===== config.mk =====
export PLATFORM = sky130hd
export DESIGN_NAME = pfl_ctrl
export DESIGN_NICKNAME = d
export VERILOG_FILES = /design/src/hw/rtl/pfl_pkg.sv /design/src/hw/rtl/pfl_ctrl.sv
export SDC_FILE = /design/constraint.sdc
export NUM_CORES = 1
export LEC_CHECK = 0
export ABC_CLOCK_PERIOD_IN_PS = 1200
export CAP_MARGIN = 30
export CORE_AREA = 10 10 47 49
export CTS_CLUSTER_SIZE = 25
export DETAILED_ROUTE_END_ITERATION = 8
export DIE_AREA = 0 0 57 59
export DONT_BUFFER_PORTS = 1
export HOLD_SLACK_MARGIN = 0.08
export PLACE_DENSITY = 0.5
export SYNTH_ARGS = -nofsm -noshare
export SYNTH_HDL_FRONTEND = slang
export SYNTH_SLANG_ARGS = --single-unit

===== constraint.sdc =====
create_clock -name clk -period 1.2 [get_ports clk]
set_input_delay 0.18 -clock clk [delete_from_list [all_inputs] [get_ports clk]]
set_output_delay 0.18 -clock clk [all_outputs]
set_load 0.005 [all_outputs]

===== src/hw/rtl/pfl_pkg.sv =====
package pfl_pkg;

    typedef enum logic [1:0] {
        ACT_ALLOC = 2'd0,
        ACT_FREE  = 2'd1,
        ACT_INIT  = 2'd2,
        ACT_NONE  = 2'd3
    } action_t;

    typedef enum logic [1:0] {
        ST_OK       = 2'd0,
        ST_BAD_ADDR = 2'd1,
        ST_NO_MEM   = 2'd2
    } status_t;

    typedef enum logic {
        REG_REGION_START = 1'b0,
        REG_REGION_TOP   = 1'b1
    } cfg_reg_t;

    typedef enum logic [2:0] {
        S_IDLE,
        S_OWN,
        S_SCAN,
        S_POP,
        S_FCHK,
        S_FPUSH,
        S_INIT
    } state_t;

    typedef struct packed {
        logic latch;
        logic to_first;
        logic step_cur;
        logic rd_link;
        logic pop;
        logic push_free;
        logic init_start;
        logic init_step;
        logic fin_zero;
        logic fin_bad;
        logic fin_oom;
    } cmd_t;

    typedef struct packed {
        logic head_null;
        logic cur_last;
        logic init_more;
        logic free_bad;
    } sts_t;

endpackage


===== src/hw/rtl/pfl_ctrl.sv =====
module pfl_ctrl (
    input  logic          clk,
    input  logic          rst_n,
    input  logic          start,
    input  logic [1:0]    action,
    output logic          busy,
    output pfl_pkg::cmd_t cmd,
    input  pfl_pkg::sts_t sts
);

    pfl_pkg::state_t state_reg;
    pfl_pkg::state_t state_next;

    always_ff @(posedge clk or negedge rst_n)
    begin
        if (!rst_n)
        begin
            state_reg <= pfl_pkg::S_IDLE;
        end
        else
        begin
            state_reg <= state_next;
        end
    end

    always_comb
    begin
        state_next = state_reg;
        cmd        = '0;
        busy       = (state_reg != pfl_pkg::S_IDLE);
        case (state_reg)
            pfl_pkg::S_IDLE:
            begin
                if (start)
                begin
                    cmd.latch = 1'b1;
                    case (pfl_pkg::action_t'(action))
                        pfl_pkg::ACT_ALLOC: state_next = pfl_pkg::S_OWN;
                        pfl_pkg::ACT_FREE:  state_next = pfl_pkg::S_FCHK;
                        pfl_pkg::ACT_INIT:
                        begin
                            cmd.init_start = 1'b1;
                            state_next     = pfl_pkg::S_INIT;
                        end
                        default:            cmd.fin_zero = 1'b1;
                    endcase
                end
            end
            pfl_pkg::S_OWN:
            begin
                if (!sts.head_null)
                begin
                    cmd.rd_link = 1'b1;
                    state_next  = pfl_pkg::S_POP;
                end
                else
                begin
                    cmd.to_first = 1'b1;
                    state_next   = pfl_pkg::S_SCAN;
                end
            end
            pfl_pkg::S_SCAN:
            begin
                if (!sts.head_null)
                begin
                    cmd.rd_link = 1'b1;
                    state_next  = pfl_pkg::S_POP;
                end
                else if (sts.cur_last)
                begin
                    cmd.fin_oom = 1'b1;
                    state_next  = pfl_pkg::S_IDLE;
                end
                else
                begin
                    cmd.step_cur = 1'b1;
                end
            end
            pfl_pkg::S_POP:
            begin
                cmd.pop    = 1'b1;
                state_next = pfl_pkg::S_IDLE;
            end
            pfl_pkg::S_FCHK:
            begin
                state_next = pfl_pkg::S_FPUSH;
            end
            pfl_pkg::S_FPUSH:
            begin
                if (sts.free_bad)
                begin
                    cmd.fin_bad = 1'b1;
                end
                else
                begin
                    cmd.push_free = 1'b1;
                    cmd.fin_zero  = 1'b1;
                end
                state_next = pfl_pkg::S_IDLE;
            end
            pfl_pkg::S_INIT:
            begin
                if (sts.init_more)
                begin
                    cmd.init_step = 1'b1;
                end
                else
                begin
                    cmd.fin_zero = 1'b1;
                    state_next   = pfl_pkg::S_IDLE;
                end
            end
            default:
            begin
                state_next = pfl_pkg::S_IDLE;
            end
        endcase
    end

endmodule


== Word level (Yosys, flattened, before mapping) ==
Cells that the tools add are included.
Word-level totals
  input port bits: 9
  register bits after elaboration: 3
Operators by class
  mux-type cells: 33
  reductions and logical operators: 6
  equal/unequal tests: 12
Operators by type and width (number)
  $mux 1: 26
  $pmux 3 s5: 1
  $mux 3: 4
  $eq 3x3->1 const B: 3
  $pmux 3 s3: 1
  $eq 3x2->1 const B: 2
  $ne 2x2->1 const B: 2
  $ne 4x1->1 const B: 1
  $reduce_and 4->1: 1
  $eq 3x1->1 const B: 1
  $logic_not 3->1: 1
  $ne 3x3->1 const B: 1
  $pmux 1 s3: 1
  $reduce_bool 3->1: 1
  $reduce_or 3->1: 1
  $eq 2x1->1 const B: 1
  $eq 2x2->1 const B: 1
  $logic_not 2->1: 1
  $reduce_or 2->1: 1

== Logic depth before layout (Yosys ltp) ==
  word-level depth: 5
  gate-level depth with buffers: 5
  depth with buffers taken out: 5

== Worst setup path after synthesis ==
No wires, ideal clock.
  path type: reg2out
  start point: reg state_reg[0]
  end point: out cmd[2] (netlist bit)
  required time: 1.020 ns
  stages on the path, launching flop included: 4
  data arrival time: 0.993 ns
  buffers on the path: 0
  slack: 0.027 ns
  cell sequence: dfrtp_1 -> nor3_2 -> and2_1 -> a22o_1
RTL lines
  from (decl): line pfl_ctrl.sv:11  | pfl_pkg::state_t state_reg;
  from (signal assigned): line pfl_ctrl.sv:18  | state_reg <= pfl_pkg::S_IDLE;
  from (signal assigned): line pfl_ctrl.sv:22  | state_reg <= state_next;
  to (decl): line pfl_ctrl.sv:7  | output pfl_pkg::cmd_t cmd,

==> qor.tcl <==
set qor(hpwl_um) 917.2
set qor(synth_simple_gate_area_share_pct) 31.72
set qor(maxCapViolCount) 0
set qor(largest_family_of_logic_cells_by_synthesized_area) {simple AND/OR/NAND/NOR gates}
set qor(grt_util_all_layers_pct) 6.808
set qor(gp_congestion) 0.8090
set qor(timing_hold_violations_final) 0
set qor(clk_root_buffer_cell) {sky130_fd_sc_hd__clkbuf_4}
set qor(synth.net_count) 55
set qor(synth_fa_ha_area_share_pct) 14.93
set qor(instances_no_fill) 76
set qor(core-area_sq_um) 1401
set qor(post_drt_via_cell_ratio) 4.816
set qor(synth.area.top_cells) {sky130_fd_sc_hd__dfrtp_1 (22%), sky130_fd_sc_hd__ha_1 (15%), sky130_fd_sc_hd__inv_1 (6.7%)}
set qor(yosysSeqAreaShare_pct) 22.39
set qor(number_of_diodes) 0
set qor(power.density_cell_area_nw_per_um2) 2279
set qor(h-tree-depth) 1
set qor(numPlacedInstances) 67
set qor(vdd_drop_max_mv) 1.193
set qor(p_leak_uw) 0.0002712
set qor(flip_flop_count_of_the_largest_register_all_copies_and_words_added) 3
set qor(post_drt_wl_per_cell_um) 15.32
set qor(required_ns) 1.02
set qor(first_global_vias) 417
set qor(muxShareOfSynthArea_pct) 0
set qor(synth.avg_cell_area_sq_um) 7.984
set qor(timing.critical_path.fanout_max) 6
set qor(arrival_time_reported_for_the_critical_path_endpoint_ns) 1.19
set qor(layout_commonest_cell) {sky130_fd_sc_hd__buf_4}
set qor(startpoint_to_endpoint_class_of_the_critical_path) {reg -> out}
set qor(worst_slew_pin_slew_ns) 0.2409
set qor(critical_path.startpoint_type) {flop}
set qor(clock_insertion_delay_worst_skew_ns) 0.23
set qor(synth_cells) 42
set qor(initialDrtViolationCount) 9
set qor(fin_total_pwr_uw) 1383
set qor(full_die_area_sq_um) 3363
set qor(final.setup_skew_ns) 0.003058
set qor(place_worst_setup_slack_ns) -0.008356
set qor(nNetsFinal) 74
set qor(cts_inserted_buffers) 3
set qor(rsz0062_at_grt) {yes}
set qor(yosys_warnings) 0
set qor(antenna_found_initial) 0
set qor(syn-cell-area_sq_um) 335.3
set qor(fp-row-count) 14
set qor(critical_path.endpoint_type) {output port}
set qor(grt_first_pass_wirelength_um) 1828
set qor(outcome) {finished with violations}
set qor(setup_ws_post_layout_ns) -0.1703
set qor(ioPinCount) 21
set qor(slew_headroom_pct) 83.81
set qor(mostFrequentLayoutCells) {sky130_fd_sc_hd__buf_4 (10), sky130_fd_sc_hd__inv_1 (4), sky130_fd_sc_hd__nor3_4 (4), sky130_fd_sc_hd__ha_1 (4)}
set qor(grt_overflow) 0
set qor(cts_tree) {done}
set qor(drc_errors_left) 0
set qor(detail_route.first_pass.iterations) 4
set qor(drt.antenna.violating_nets) 0
set qor(hp-class) {in -> async}
set qor(cts_max_path_buffers) 2
set qor(die_w_um) 57
set qor(violated_checks) {setup timing}
set qor(netlist-cell-type-count) 21
set qor(initial_core_util_pct) 23.93
set qor(timing_max_transition_violations_final) 0
set qor(crit_path_start) {state_reg[1]$_DFFE_PN0P_}
set qor(port-buffer-count) 0
set qor(worstReg2RegStart) {state_reg[0]$_DFFE_PN0P_}
set qor(layout-area-overhead-vs-synth_pct) 80.97
set qor(finalSetupViolations) 13
set qor(dieHeight_um) 59
set qor(share_of_post_route_cells_with_drive_strength_above_1_pct) 58.33
set qor(fin_worst_hold_slack_ns) 0.1976
set qor(clk_transition_reported_paths_ns) 0.04
set qor(area_fraction_in_compound_gates_after_synthesis_pct) 24.25
set qor(yosys.area.top_type_share_pct) 22.39
set qor(grt_max_degree) 8
set qor(synth.largest_area_cell) {sky130_fd_sc_hd__dfrtp_1}
set qor(clock_net_sink_count) 3
set qor(fmax_ghz) 0.7298
set qor(postSynthRegisterBits) 3
set qor(synthXorXnorAreaFrac_pct) 0
set qor(final.min_clock_period_ns) 1.370
set qor(route.vias.total) 366
set qor(drt_wl_total_um) 1164
set qor(fin_crit_sh_pct) 114.2
where the power goes:
part	internal [uW]	switching [uW]	total [uW]
Sequential	156	78.0	234
Combinational	540	435	974
Clock	124	49.7	174
critical path, cell delays in order (launching register included):
cell                       delay (ns)
sky130_fd_sc_hd__dfrtp_2         0.43
sky130_fd_sc_hd__buf_6           0.13
sky130_fd_sc_hd__nand2b_4        0.10
sky130_fd_sc_hd__o22ai_2         0.07
sky130_fd_sc_hd__a22o_1          0.22
area by class of cell:
class | instances | area [sq um]
timing repair buffer | 14 | 127.6
fill | 149 | 794.5
sequential | 3 | 78.83
tap | 16 | 20.02
inverter | 6 | 25.02
clock buffer | 4 | 26.28
multi-input combinational | 33 | 329.1
per-layer routing:
metal / global-route usage, % / vias up / part of all wire (%)
met4: 5.034 / 0 / 0
met1: 5.995 / 173 / 35
met5: 0 / - / 0
met3: 3.219 / 0 / 10
li1: - / 183 / -
met2: 11.94 / 10 / 55
metrics by stage:
| stage | setup TNS, ns | util (%) | instance area [sq um] |
|---|---|---|---|
| global placement | 0 | 30.18 | 422.9 |
| global route | -1.859 | 43.30 | 606.8 |
| detailed placement | -0.008356 | 30.18 | 422.9 |
| finish | -1.257 | 43.30 | 606.8 |
| CTS | -1.493 | 41.34 | 579.3 |
| floorplan | 0 | - | 335.3 |
Yosys cell counts:
master / instances
sky130_fd_sc_hd__inv_1: 6
sky130_fd_sc_hd__ha_1: 4
sky130_fd_sc_hd__o22ai_1: 2
sky130_fd_sc_hd__dfrtp_1: 3
sky130_fd_sc_hd__nand2b_2: 1
sky130_fd_sc_hd__a32o_1: 1
sky130_fd_sc_hd__a211oi_1: 1
sky130_fd_sc_hd__and3_1: 2
sky130_fd_sc_hd__nor3_1: 4
sky130_fd_sc_hd__o21a_1: 2
sky130_fd_sc_hd__o21ai_0: 2
sky130_fd_sc_hd__nand2b_1: 1
sky130_fd_sc_hd__a22o_1: 1
sky130_fd_sc_hd__nor3_2: 1
sky130_fd_sc_hd__nand2_1: 2
sky130_fd_sc_hd__nand2b_4: 1
sky130_fd_sc_hd__a211oi_2: 1
sky130_fd_sc_hd__nor2b_1: 1
sky130_fd_sc_hd__and2_1: 1
sky130_fd_sc_hd__nor2_1: 4
sky130_fd_sc_hd__a21oi_1: 1
cells by family (layout without fill, tap and decap cells):
kind of cell / after synthesis / after routing
AND/OR/NAND/NOR: 18 / 18
AO/OA/AOI/OAI: 11 / 11
buffers and inverters: 6 / 24
adder cells (fa/ha/maj): 4 / 4
flip-flops: 3 / 3
path summary, 6_finish.rpt:
path / end / slack, ns / cells after the start
worst max-delay path: cmd[2] / -0.17 / 4
worst min-delay path: state_reg[0]$_DFFE_PN0P_ / 0.20 / 1
worst max register to register: state_reg[1]$_DFFE_PN0P_ / -0.06 / 5
worst min register to register: state_reg[2]$_DFFE_PN0P_ / 0.73 / 3
max in group asynchronous: state_reg[2]$_DFFE_PN0P_ / 0.83 / 1
min in group clk: state_reg[0]$_DFFE_PN0P_ / 0.20 / 2
what timing repair did:
item	in CTS	in global routing
resized for setup	23	2
hold buffers	1	0
setup endpoints to repair	12	14
setup buffers	3	1
pin swaps	7	3
endpoints found under the hold margin	3	0
Note: power is estimated with default switching activity, not from simulation.
